File: config.mk
export PLATFORM = sky130hd
export DESIGN_NAME = balanced_event_table
export DESIGN_NICKNAME = d
export VERILOG_FILES = /design/src/rtl/bet_pkg.sv /design/src/rtl/bet_ram.sv /design/src/rtl/bet_calc.sv /design/src/rtl/balanced_event_table.sv
export SDC_FILE = /design/constraint.sdc
export NUM_CORES = 2
export LEC_CHECK = 0
export BUFFER_PORTS_ARGS = -buffer_cell sky130_fd_sc_hd__buf_2
export CAP_MARGIN = 10
export CORE_MARGIN = 5
export CORE_UTILIZATION = 50
export DETAILED_ROUTE_END_ITERATION = 16
export GPL_TIMING_DRIVEN = 0
export PLACE_DENSITY = 0.66
export SYNTH_ARGS = -nofsm -noshare
export SYNTH_HDL_FRONTEND = slang
export SYNTH_SLANG_ARGS = --single-unit
File: constraint.sdc
create_clock -name clock -period 21.1 [get_ports clock]
set_clock_uncertainty 0.15 [all_clocks]
set_input_delay 2.11 -clock clock [delete_from_list [all_inputs] [get_ports clock]]
set_output_delay 2.11 -clock clock [all_outputs]
set_load 0.01 [all_outputs]
File: src/rtl/bet_pkg.sv
// Shared types and codes for the balanced event table.
package bet_pkg;

   localparam int KEY_W = 64;
   localparam int LEN_W = 8;
   localparam int CNT_W32 = 32;
   localparam int PROB_W = 17;
   localparam int GAIN_W = 16;
   localparam int DRAW_W = 16;

   localparam logic [PROB_W-1:0] ONE_Q16 = 17'h10000;
   localparam logic [CNT_W32-1:0] CNT_MAX = 32'hFFFF_FFFF;

   localparam logic [1:0] CMD_PRESENT = 2'd0;
   localparam logic [1:0] CMD_QUERY = 2'd1;
   localparam logic [1:0] CMD_REMOVE = 2'd2;
   localparam logic [1:0] CMD_CLEAR = 2'd3;

   localparam logic [1:0] ST_OK = 2'd0;
   localparam logic [1:0] ST_FULL = 2'd1;
   localparam logic [1:0] ST_MISSING = 2'd2;

   localparam logic [1:0] REG_TARGET = 2'd0;
   localparam logic [1:0] REG_GAIN = 2'd1;

   typedef struct packed {
      logic [KEY_W-1:0] key;
      logic [LEN_W-1:0] len;
      logic [CNT_W32-1:0] events;
      logic [CNT_W32-1:0] presentations;
   } entry_type;

   typedef struct packed {
      logic start;
      logic [CNT_W32-1:0] events;
      logic [CNT_W32-1:0] presentations;
      logic [PROB_W-1:0] target;
      logic [GAIN_W-1:0] gain;
   } calc_req_type;

   typedef struct packed {
      logic done;
      logic [PROB_W-1:0] prob;
   } calc_rsp_type;

endpackage

File: src/rtl/bet_ram.sv
// Generic single-write, single-read RAM with registered read data.
module bet_ram #(
   parameter int WIDTH = 8,
   parameter int DEPTH = 16
) (
   input  logic clock,
   input  logic wr_en,
   input  logic [(DEPTH > 1 ? $clog2(DEPTH) : 1)-1:0] wr_addr,
   input  logic [WIDTH-1:0] wr_data,
   input  logic [(DEPTH > 1 ? $clog2(DEPTH) : 1)-1:0] rd_addr,
   output logic [WIDTH-1:0] rd_data
);

   logic [WIDTH-1:0] mem_ff [DEPTH];
   logic [WIDTH-1:0] rd_data_ff;

   always_ff @(posedge clock) begin
      if (wr_en) begin
         mem_ff[wr_addr] <= wr_data;
      end
      rd_data_ff <= mem_ff[rd_addr];
   end

   assign rd_data = rd_data_ff;

endmodule

File: src/rtl/bet_calc.sv
// Iterative probability correction unit: restoring divider, one multiply, clamp.
module bet_calc import bet_pkg::*; (
   input  logic clock,
   input  logic reset,
   input  calc_req_type req,
   output calc_rsp_type rsp
);

   localparam logic [2:0] C_IDLE = 3'd0;
   localparam logic [2:0] C_DIV = 3'd1;
   localparam logic [2:0] C_MUL = 3'd2;
   localparam logic [2:0] C_SGN = 3'd3;
   localparam logic [2:0] C_DONE = 3'd4;

   logic [2:0] state_ff, state_in;
   logic [31:0] rem_ff, rem_in;
   logic [31:0] div_ff, div_in;
   logic [16:0] quo_ff, quo_in;
   logic [3:0] step_ff, step_in;
   logic [16:0] p_ff, p_in;
   logic [15:0] gain_ff, gain_in;
   logic [32:0] prod_ff, prod_in;
   logic neg_ff, neg_in;
   logic [16:0] q_ff, q_in;

   logic [32:0] trial;
   logic [17:0] err;
   logic [16:0] err_abs;
   logic [22:0] q_wide;

   always_comb begin
      state_in = state_ff;
      rem_in = rem_ff;
      div_in = div_ff;
      quo_in = quo_ff;
      step_in = step_ff;
      p_in = p_ff;
      gain_in = gain_ff;
      prod_in = prod_ff;
      neg_in = neg_ff;
      q_in = q_ff;
      trial = {rem_ff, 1'b0} - {1'b0, div_ff};
      err = {1'b0, quo_ff} - {1'b0, p_ff};
      err_abs = err[17] ? 17'(-err) : err[16:0];
      q_wide = neg_ff ? ({6'd0, p_ff} + {2'd0, prod_ff[32:12]})
                      : ({6'd0, p_ff} - {2'd0, prod_ff[32:12]});
      unique case (state_ff)
         C_IDLE: begin
            if (req.start) begin
               p_in = req.target;
               gain_in = req.gain;
               div_in = req.presentations;
               rem_in = req.events;
               quo_in = '0;
               step_in = '0;
               if (req.presentations == '0) begin
                  q_in = req.target;
                  state_in = C_DONE;
               end else if (req.events >= req.presentations) begin
                  quo_in = ONE_Q16;
                  state_in = C_MUL;
               end else begin
                  state_in = C_DIV;
               end
            end
         end
         C_DIV: begin
            // One quotient bit per cycle; the remainder stays below the divisor.
            if (!trial[32]) begin
               rem_in = trial[31:0];
               quo_in = {quo_ff[15:0], 1'b1};
            end else begin
               rem_in = {rem_ff[30:0], 1'b0};
               quo_in = {quo_ff[15:0], 1'b0};
            end
            step_in = step_ff + 4'd1;
            if (step_ff == 4'd15) begin
               state_in = C_MUL;
            end
         end
         C_MUL: begin
            prod_in = 33'(gain_ff * err_abs);
            neg_in = err[17];
            state_in = C_SGN;
         end
         C_SGN: begin
            if (q_wide[22]) begin
               q_in = '0;
            end else if (q_wide > 23'(ONE_Q16)) begin
               q_in = ONE_Q16;
            end else begin
               q_in = q_wide[16:0];
            end
            state_in = C_DONE;
         end
         C_DONE: begin
            state_in = C_IDLE;
         end
         default: begin
            state_in = C_IDLE;
         end
      endcase
   end

   always_ff @(posedge clock) begin
      if (reset) begin
         state_ff <= C_IDLE;
      end else begin
         state_ff <= state_in;
      end
      rem_ff <= rem_in;
      div_ff <= div_in;
      quo_ff <= quo_in;
      step_ff <= step_in;
      p_ff <= p_in;
      gain_ff <= gain_in;
      prod_ff <= prod_in;
      neg_ff <= neg_in;
      q_ff <= q_in;
   end

   assign rsp.done = (state_ff == C_DONE);
   assign rsp.prob = q_ff;

endmodule

File: src/rtl/balanced_event_table.sv
// Top level of the balanced event table: sequencer, entry memory and result register.
//
// The request channel (req_valid/req_ready) carries one command per transfer:
// present, query, remove or clear, with the label key, its full length and a
// random draw. The response channel (rsp_valid/rsp_ready) returns one result
// per command. Configuration registers are written through csr_we/csr_index/
// csr_wdata and should only change while the block is idle.
// A command walks the entry memory one slot at a time (read, then compare),
// and a presentation then runs the shared correction unit: up to 16 divider
// steps plus multiply and clamp. A clear skips the walk. The block accepts
// one command at a time and raises req_ready again once its result sits in
// the output register, even if the receiver has not taken it yet.
// Reset empties the table, clears both sticky flags and restores the default
// registers; memory contents are left as they are. If the receiver stalls,
// the finished result is held and the next result waits in the sequencer.
module balanced_event_table import bet_pkg::*; #(
   parameter int CAPACITY = 16,
   parameter int KEY_BYTES = 8
) (
   input  logic clock,
   input  logic reset,
   input  logic req_valid,
   output logic req_ready,
   input  logic [1:0] req_cmd,
   input  logic [63:0] req_label_key,
   input  logic [7:0] req_name_length,
   input  logic [15:0] req_draw,
   output logic rsp_valid,
   input  logic rsp_ready,
   output logic rsp_event_res,
   output logic [1:0] rsp_status,
   output logic [31:0] rsp_event_count,
   output logic [31:0] rsp_presentation_count,
   output logic [4:0] rsp_entries_used,
   output logic rsp_overflow_seen,
   output logic rsp_truncation_seen,
   input  logic csr_we,
   input  logic [1:0] csr_index,
   input  logic [16:0] csr_wdata
);

   localparam int IDX_W = (CAPACITY > 1) ? $clog2(CAPACITY) : 1;
   localparam int USE_W = $clog2(CAPACITY + 1);
   localparam logic [USE_W-1:0] CAP_VAL = USE_W'(CAPACITY);
   localparam logic [LEN_W-1:0] KEY_BYTES_VAL = LEN_W'(KEY_BYTES);

   localparam logic [3:0] S_IDLE = 4'd0;
   localparam logic [3:0] S_RD = 4'd1;
   localparam logic [3:0] S_CMP = 4'd2;
   localparam logic [3:0] S_MISS = 4'd3;
   localparam logic [3:0] S_CALC = 4'd4;
   localparam logic [3:0] S_RDLAST = 4'd5;
   localparam logic [3:0] S_MOVE = 4'd6;
   localparam logic [3:0] S_DONE = 4'd7;

   logic [3:0] state_ff, state_in;
   logic [1:0] cmd_ff, cmd_in;
   logic [63:0] key_ff, key_in;
   logic [7:0] len_ff, len_in;
   logic [15:0] draw_ff, draw_in;
   logic [USE_W-1:0] idx_ff, idx_in;
   logic [USE_W-1:0] used_ff, used_in;
   logic ovf_ff, ovf_in;
   logic trunc_ff, trunc_in;
   logic [31:0] ev_ff, ev_in;
   logic [31:0] pr_ff, pr_in;
   logic [16:0] target_ff, target_in;
   logic [15:0] gain_ff, gain_in;
   logic res_fire_ff, res_fire_in;
   logic [1:0] res_status_ff, res_status_in;
   logic [31:0] res_ev_ff, res_ev_in;
   logic [31:0] res_pr_ff, res_pr_in;

   logic rsp_valid_ff, rsp_valid_in;
   logic out_fire_ff, out_fire_in;
   logic [1:0] out_status_ff, out_status_in;
   logic [31:0] out_ev_ff, out_ev_in;
   logic [31:0] out_pr_ff, out_pr_in;
   logic [4:0] out_used_ff, out_used_in;
   logic out_ovf_ff, out_ovf_in;
   logic out_trunc_ff, out_trunc_in;

   logic [63:0] masked_key;
   logic [16:0] p_eff;
   logic [USE_W-1:0] last_idx;
   logic accept;
   logic fire_now;
   logic [31:0] pr_next;
   logic [31:0] ev_next;

   logic ram_we;
   logic [IDX_W-1:0] ram_waddr;
   logic [IDX_W-1:0] ram_raddr;
   entry_type ram_wdata;
   entry_type ram_rdata;

   logic calc_start;
   calc_req_type calc_req;
   calc_rsp_type calc_rsp;

   // Only the first min(length, KEY_BYTES) bytes of a name identify it.
   always_comb begin
      for (int b = 0; b < 8; b++) begin
         masked_key[8*b +: 8] = (b < KEY_BYTES && LEN_W'(b) < req_name_length) ?
                                req_label_key[8*b +: 8] : 8'd0;
      end
   end

   assign p_eff = (target_ff > ONE_Q16) ? ONE_Q16 : target_ff;
   assign last_idx = used_ff - USE_W'(1);
   assign accept = req_valid && req_ready;
   assign req_ready = (state_ff == S_IDLE);

   assign fire_now = {1'b0, draw_ff} < calc_rsp.prob;
   assign pr_next = (pr_ff == CNT_MAX) ? pr_ff : pr_ff + 32'd1;
   assign ev_next = (fire_now && ev_ff != CNT_MAX) ? ev_ff + 32'd1 : ev_ff;

   always_comb begin
      state_in = state_ff;
      cmd_in = cmd_ff;
      key_in = key_ff;
      len_in = len_ff;
      draw_in = draw_ff;
      idx_in = idx_ff;
      used_in = used_ff;
      ovf_in = ovf_ff;
      trunc_in = trunc_ff;
      ev_in = ev_ff;
      pr_in = pr_ff;
      res_fire_in = res_fire_ff;
      res_status_in = res_status_ff;
      res_ev_in = res_ev_ff;
      res_pr_in = res_pr_ff;
      rsp_valid_in = rsp_valid_ff && !rsp_ready;
      out_fire_in = out_fire_ff;
      out_status_in = out_status_ff;
      out_ev_in = out_ev_ff;
      out_pr_in = out_pr_ff;
      out_used_in = out_used_ff;
      out_ovf_in = out_ovf_ff;
      out_trunc_in = out_trunc_ff;
      calc_start = 1'b0;
      ram_we = 1'b0;
      ram_waddr = idx_ff[IDX_W-1:0];
      ram_wdata = '{key: key_ff, len: len_ff, events: ev_next, presentations: pr_next};
      ram_raddr = (state_ff == S_RDLAST) ? last_idx[IDX_W-1:0] : idx_ff[IDX_W-1:0];

      unique case (state_ff)
         S_IDLE: begin
            if (accept) begin
               cmd_in = req_cmd;
               key_in = masked_key;
               len_in = req_name_length;
               draw_in = req_draw;
               idx_in = '0;
               res_fire_in = 1'b0;
               res_status_in = ST_OK;
               res_ev_in = '0;
               res_pr_in = '0;
               if (req_cmd == CMD_CLEAR) begin
                  used_in = '0;
                  state_in = S_DONE;
               end else begin
                  state_in = S_RD;
               end
            end
         end
         S_RD: begin
            state_in = (idx_ff < used_ff) ? S_CMP : S_MISS;
         end
         S_CMP: begin
            if (ram_rdata.len == len_ff && ram_rdata.key == key_ff) begin
               ev_in = ram_rdata.events;
               pr_in = ram_rdata.presentations;
               unique case (cmd_ff)
                  CMD_PRESENT: begin
                     calc_start = 1'b1;
                     state_in = S_CALC;
                  end
                  CMD_QUERY: begin
                     res_ev_in = ram_rdata.events;
                     res_pr_in = ram_rdata.presentations;
                     state_in = S_DONE;
                  end
                  CMD_REMOVE: begin
                     if (idx_ff == last_idx) begin
                        used_in = last_idx;
                        state_in = S_DONE;
                     end else begin
                        state_in = S_RDLAST;
                     end
                  end
                  default: begin
                     state_in = S_DONE;
                  end
               endcase
            end else begin
               idx_in = idx_ff + USE_W'(1);
               state_in = S_RD;
            end
         end
         S_MISS: begin
            if (cmd_ff == CMD_PRESENT) begin
               if (used_ff >= CAP_VAL) begin
                  ovf_in = 1'b1;
                  res_status_in = ST_FULL;
                  res_fire_in = {1'b0, draw_ff} < p_eff;
                  state_in = S_DONE;
               end else begin
                  // New label takes the next free slot with zero counts.
                  idx_in = used_ff;
                  ev_in = '0;
                  pr_in = '0;
                  if (len_ff > KEY_BYTES_VAL) begin
                     trunc_in = 1'b1;
                  end
                  used_in = used_ff + USE_W'(1);
                  calc_start = 1'b1;
                  state_in = S_CALC;
               end
            end else begin
               res_status_in = ST_MISSING;
               state_in = S_DONE;
            end
         end
         S_CALC: begin
            if (calc_rsp.done) begin
               ram_we = 1'b1;
               res_fire_in = fire_now;
               res_ev_in = ev_next;
               res_pr_in = pr_next;
               state_in = S_DONE;
            end
         end
         S_RDLAST: begin
            state_in = S_MOVE;
         end
         S_MOVE: begin
            // The last entry fills the hole left by the removed label.
            ram_we = 1'b1;
            ram_wdata = ram_rdata;
            used_in = last_idx;
            state_in = S_DONE;
         end
         S_DONE: begin
            if (!rsp_valid_ff || rsp_ready) begin
               rsp_valid_in = 1'b1;
               out_fire_in = res_fire_ff;
               out_status_in = res_status_ff;
               out_ev_in = res_ev_ff;
               out_pr_in = res_pr_ff;
               out_used_in = 5'(used_ff);
               out_ovf_in = ovf_ff;
               out_trunc_in = trunc_ff;
               state_in = S_IDLE;
            end
         end
         default: begin
            state_in = S_IDLE;
         end
      endcase
   end

   always_comb begin
      target_in = target_ff;
      gain_in = gain_ff;
      if (csr_we) begin
         unique case (csr_index)
            REG_TARGET: target_in = csr_wdata;
            REG_GAIN: gain_in = csr_wdata[15:0];
            default: begin
            end
         endcase
      end
   end

   assign calc_req.start = calc_start;
   assign calc_req.events = ev_in;
   assign calc_req.presentations = pr_in;
   assign calc_req.target = p_eff;
   assign calc_req.gain = gain_ff;

   always_ff @(posedge clock) begin
      if (reset) begin
         state_ff <= S_IDLE;
         used_ff <= '0;
         ovf_ff <= 1'b0;
         trunc_ff <= 1'b0;
         rsp_valid_ff <= 1'b0;
         target_ff <= 17'd32768;
         gain_ff <= 16'd4096;
      end else begin
         state_ff <= state_in;
         used_ff <= used_in;
         ovf_ff <= ovf_in;
         trunc_ff <= trunc_in;
         rsp_valid_ff <= rsp_valid_in;
         target_ff <= target_in;
         gain_ff <= gain_in;
      end
      cmd_ff <= cmd_in;
      key_ff <= key_in;
      len_ff <= len_in;
      draw_ff <= draw_in;
      idx_ff <= idx_in;
      ev_ff <= ev_in;
      pr_ff <= pr_in;
      res_fire_ff <= res_fire_in;
      res_status_ff <= res_status_in;
      res_ev_ff <= res_ev_in;
      res_pr_ff <= res_pr_in;
      out_fire_ff <= out_fire_in;
      out_status_ff <= out_status_in;
      out_ev_ff <= out_ev_in;
      out_pr_ff <= out_pr_in;
      out_used_ff <= out_used_in;
      out_ovf_ff <= out_ovf_in;
      out_trunc_ff <= out_trunc_in;
   end

   bet_ram #(
      .WIDTH($bits(entry_type)),
      .DEPTH(CAPACITY)
   ) u_entries (
      .clock(clock),
      .wr_en(ram_we),
      .wr_addr(ram_waddr),
      .wr_data(ram_wdata),
      .rd_addr(ram_raddr),
      .rd_data(ram_rdata)
   );

   bet_calc u_calc (
      .clock(clock),
      .reset(reset),
      .req(calc_req),
      .rsp(calc_rsp)
   );

   assign rsp_valid = rsp_valid_ff;
   assign rsp_event_res = out_fire_ff;
   assign rsp_status = out_status_ff;
   assign rsp_event_count = out_ev_ff;
   assign rsp_presentation_count = out_pr_ff;
   assign rsp_entries_used = out_used_ff;
   assign rsp_overflow_seen = out_ovf_ff;
   assign rsp_truncation_seen = out_trunc_ff;

`ifndef SYNTHESIS
   a_used_bound: assert property (@(posedge clock) disable iff (reset)
      used_ff <= CAP_VAL)
      else $error("table fill exceeds capacity");
   a_calc_done_in_calc: assert property (@(posedge clock) disable iff (reset)
      calc_rsp.done |-> state_ff == S_CALC)
      else $error("correction finished outside a presentation");
   a_ovf_sticky: assert property (@(posedge clock) disable iff (reset)
      ovf_ff |=> ovf_ff)
      else $error("overflow flag dropped");
   a_trunc_sticky: assert property (@(posedge clock) disable iff (reset)
      trunc_ff |=> trunc_ff)
      else $error("truncation flag dropped");
`endif

endmodule

==> results.json <==
{
  "critPathTopFamily": "adder cells",
  "fin_nets": 9173,
  "path_max_fanout": 10,
  "synth_common_cells": "2569 x edfxtp_1, 1192 x nand2_1, 526 x mux4_2, 407 x inv_1, 274 x clkbuf_1",
  "worstMarginPinSlew_ns": 1.39,
  "numCtsBuffers": 295,
  "wl_mm": 345,
  "crit_path_start_kind": "flip-flop",
  "hold_class": "flip-flop to flip-flop",
  "required_ns": 21.60,
  "routedWlPerCell_um": 28.7,
  "viasPerCell": 6.08,
  "timing.critical_path.buf_inv": 8,
  "seq_power_share": 0.347,
  "power_leakage_nw": 49.9,
  "end_kind": "flip-flop",
  "ioPinCount": 190,
  "synth_area_mm2": 0.122,
  "grt_usage": 0.266,
  "dieArea_mm2": 0.254,
  "drc_errors": 0,
  "hpwl_mm": 243,
  "status": "complete, no violations",
  "synth_cell_types": 92,
  "switching_share": 0.361,
  "yosysMostFrequentCell": "edfxtp_1",
  "numPortBuffers": 189,
  "coreArea_mm2": 0.243,
  "setup_viol": 0,
  "grt_pass1_vias": 72300,
  "postCtsSetupRepairBufs": 0,
  "rsz0062_at_grt": "false",
  "hold_buffers": 0,
  "drive_gt1_frac": 0.174,
  "synth_top_area_frac": 0.631,
  "pwr-share-comb": 0.407,
  "ys_seq_area_frac": 0.672,
  "report.power.total_mw": 20.9,
  "cp.arrival_ns": 11.35,
  "die_h_um": 504,
  "hold_slack_ns": 0.250,
  "ys_ff_latch": 2816,
  "fin_util": 0.577,
  "fmax_ghz": 0.0922,
  "antenna_found_initial": 13,
  "switching_power_mw": 7.57,
  "cts_buffer_depth": 4,
  "cts_tree": "done",
  "ctsResizeCount": 0,
  "synthCells": 7859,
  "ys.flop_type": "edfxtp_1",
  "fin_area_mm2": 0.140,
  "p_per_area_mw_per_mm2": 149,
  "place_area_mm2": 0.131,
  "p_int_mw": 13.4,
  "ys_warn_count": 0,
  "clk-insertion-delay-late_ns": 0.94,
  "async_flop_share": 0,
  "area_growth_pct": 14.9,
  "yosysTopAreaCell": "edfxtp_1",
  "clkPwrFrac": 0.247,
  "fin_crit_ns": 10.85,
  "vias": 73100,
  "syn-num-nets": 8445,
  "drt_iter0_drc": 9061,
  "synth_edf_count": 2569,
  "h-tree-depth": 5,
  "max-cap-violations": 0,
  "die_w_um": 504,
  "overflow": 0,
  "gp_congestion": 0.935,
  "period_share": 0.514,
  "clock-root-buffer": "clkbuf_16",
  "slowest_stage": "xor2_1",
  "cts.clk_slew.worst_paths_ns": 0.06,
  "fillers": 18500,
  "criticalPathCategory": "flip-flop to flip-flop",
  "slew-limit-headroom": 0.0752,
  "slew_viol_final": 0,
  "finalHoldViolCount": 0,
  "critPathMaxStageDelay_ns": 0.66,
  "cts_sinks": 2816,
  "start_util": 0.502,
  "avgSynthCellArea_um2": 15.5,
  "synthTopCellsByArea": "edfxtp_1 63%, mux4_2 9.7%, dfxtp_1 4.0%, nand2_1 3.7%, fa_1 3.5%",
  "ir_drop_mv": 0.278,
  "num_rows": 181,
  "grt_pass1_wl_mm": 499,
  "drt_first_pass_iters": 6,
  "antenna_left": 0,
  "grt_max_degree": 60
}
==> per-stage QoR <==
step	TNS, ns	std cells	worst slack (ns)
finish	0	12000	10.25
global route	0	12000	9.52
CTS	0	12000	10.38
detailed placement	0	11500	10.39
global placement	-2769.63	11300	-12.27
floorplan	0	7859	6.27
==> cells in the final DEF, fill, tap and decap left out, types with 24 or more instances in the layout <==
cell	Yosys	final
edfxtp_1	2569	2569
nand2_1	1192	1192
mux4_2	526	526
inv_1	407	407
clkbuf_1	274	322
clkbuf_16	0	307
ha_1	261	261
buf_2	68	259
dfxtp_1	247	247
a21oi_1	235	230
fa_1	211	211
nor2_1	221	206
and2_1	163	162
and3_1	158	158
a31oi_1	157	157
xnor2_1	129	129
o21ai_0	132	126
xor2_1	92	92
nor2b_1	91	91
buf_6	2	74
buf_12	0	71
nand3_1	69	69
buf_4	1	58
clkinv_2	0	54
nor4_1	54	51
nor3_1	55	51
a21o_1	44	44
clkinv_1	3	41
nand4_1	39	39
a22o_1	35	35
a22oi_1	35	35
buf_1	34	34
mux2i_1	35	34
nand2b_1	29	29
clkbuf_8	0	27
bufinv_16	0	26
o21a_1	24	24
==> worst paths after layout <==
kind / from / endpoint / slack, ns / cells past startpoint
worst max register to register: u_calc.p_ff[14]$_DFFE_PP_ / u_calc.prod_ff[31]$_DFFE_PN_ / 10.25 / 32
worst min register to register: res_pr_ff[19]$_DFFE_PP_ / rsp_presentation_count[19]$_DFFE_PP_ / 0.25 / 0
worst max-delay path: u_calc.p_ff[14]$_DFFE_PP_ / u_calc.prod_ff[31]$_DFFE_PN_ / 10.25 / 32
worst min-delay path: res_pr_ff[19]$_DFFE_PP_ / rsp_presentation_count[19]$_DFFE_PP_ / 0.25 / 0
==> cell families (layout without fill, tap and decap cells) <==
kind of cell,Yosys count,after routing,synth area share
muxes,567,567,0.100
AOI/OAI and AO/OA,851,851,0.0448
other,0,11,0
buffers and inverters,789,1738,0.0251
xor gates and xnor gates,222,222,0.0160
and+or+nand+nor,2142,2142,0.0806
adders and majority gates,472,472,0.0613
DFF,2816,2816,0.672
==> sequential cells by signal (all words and copies together), names as in the netlist, 21 cells and up <==
name and cells:
ev_ff 32, key_ff 64, pr_ff 32, res_ev_ff 32, res_pr_ff 32, rsp_event_count 32, rsp_presentation_count 32, u_calc.div_ff 32
u_calc.prod_ff 21, u_calc.rem_ff 32, u_entries.mem_ff 2176, u_entries.rd_data 136
==> final cells by class <==
type / instances / area, µm² / share of cell area
Antenna cell: 11 / 27.5 / 0.000196
Buffer: 379 / 1540 / 0.0109
Clock buffer: 386 / 8220 / 0.0586
Clock inverter: 132 / 1310 / 0.00933
Inverter: 410 / 1540 / 0.0110
Multi-Input combinational cell: 4254 / 37200 / 0.265
Sequential cell: 2816 / 82100 / 0.585
Tap cell: 3202 / 4010 / 0.0285
Timing Repair Buffer: 431 / 4380 / 0.0312
==> power groups by stage <==
| stage | registers (mW) | clock network (mW) | logic (mW) |
|---|---|---|---|
| 2_1_floorplan | 7.21 | 0 | 5.81 |
| 3_3_place_gp | 7.41 | 0 | 8.30 |
| 3_5_place_dp | 7.36 | 0 | 8.49 |
| 5_1_grt | 7.27 | 5.46 | 9.32 |
| 4_1_cts | 7.24 | 5.22 | 8.56 |
| 6_report | 7.26 | 5.17 | 8.51 |
==> metal layers <==
metal | track usage | routed length (µm)
met1 | 0.376 | 137000
met2 | 0.422 | 161000
met3 | 0.0523 | 33700
met4 | 0.0874 | 12500
met5 | 0 | 13
(Power assumes the default switching activity.)
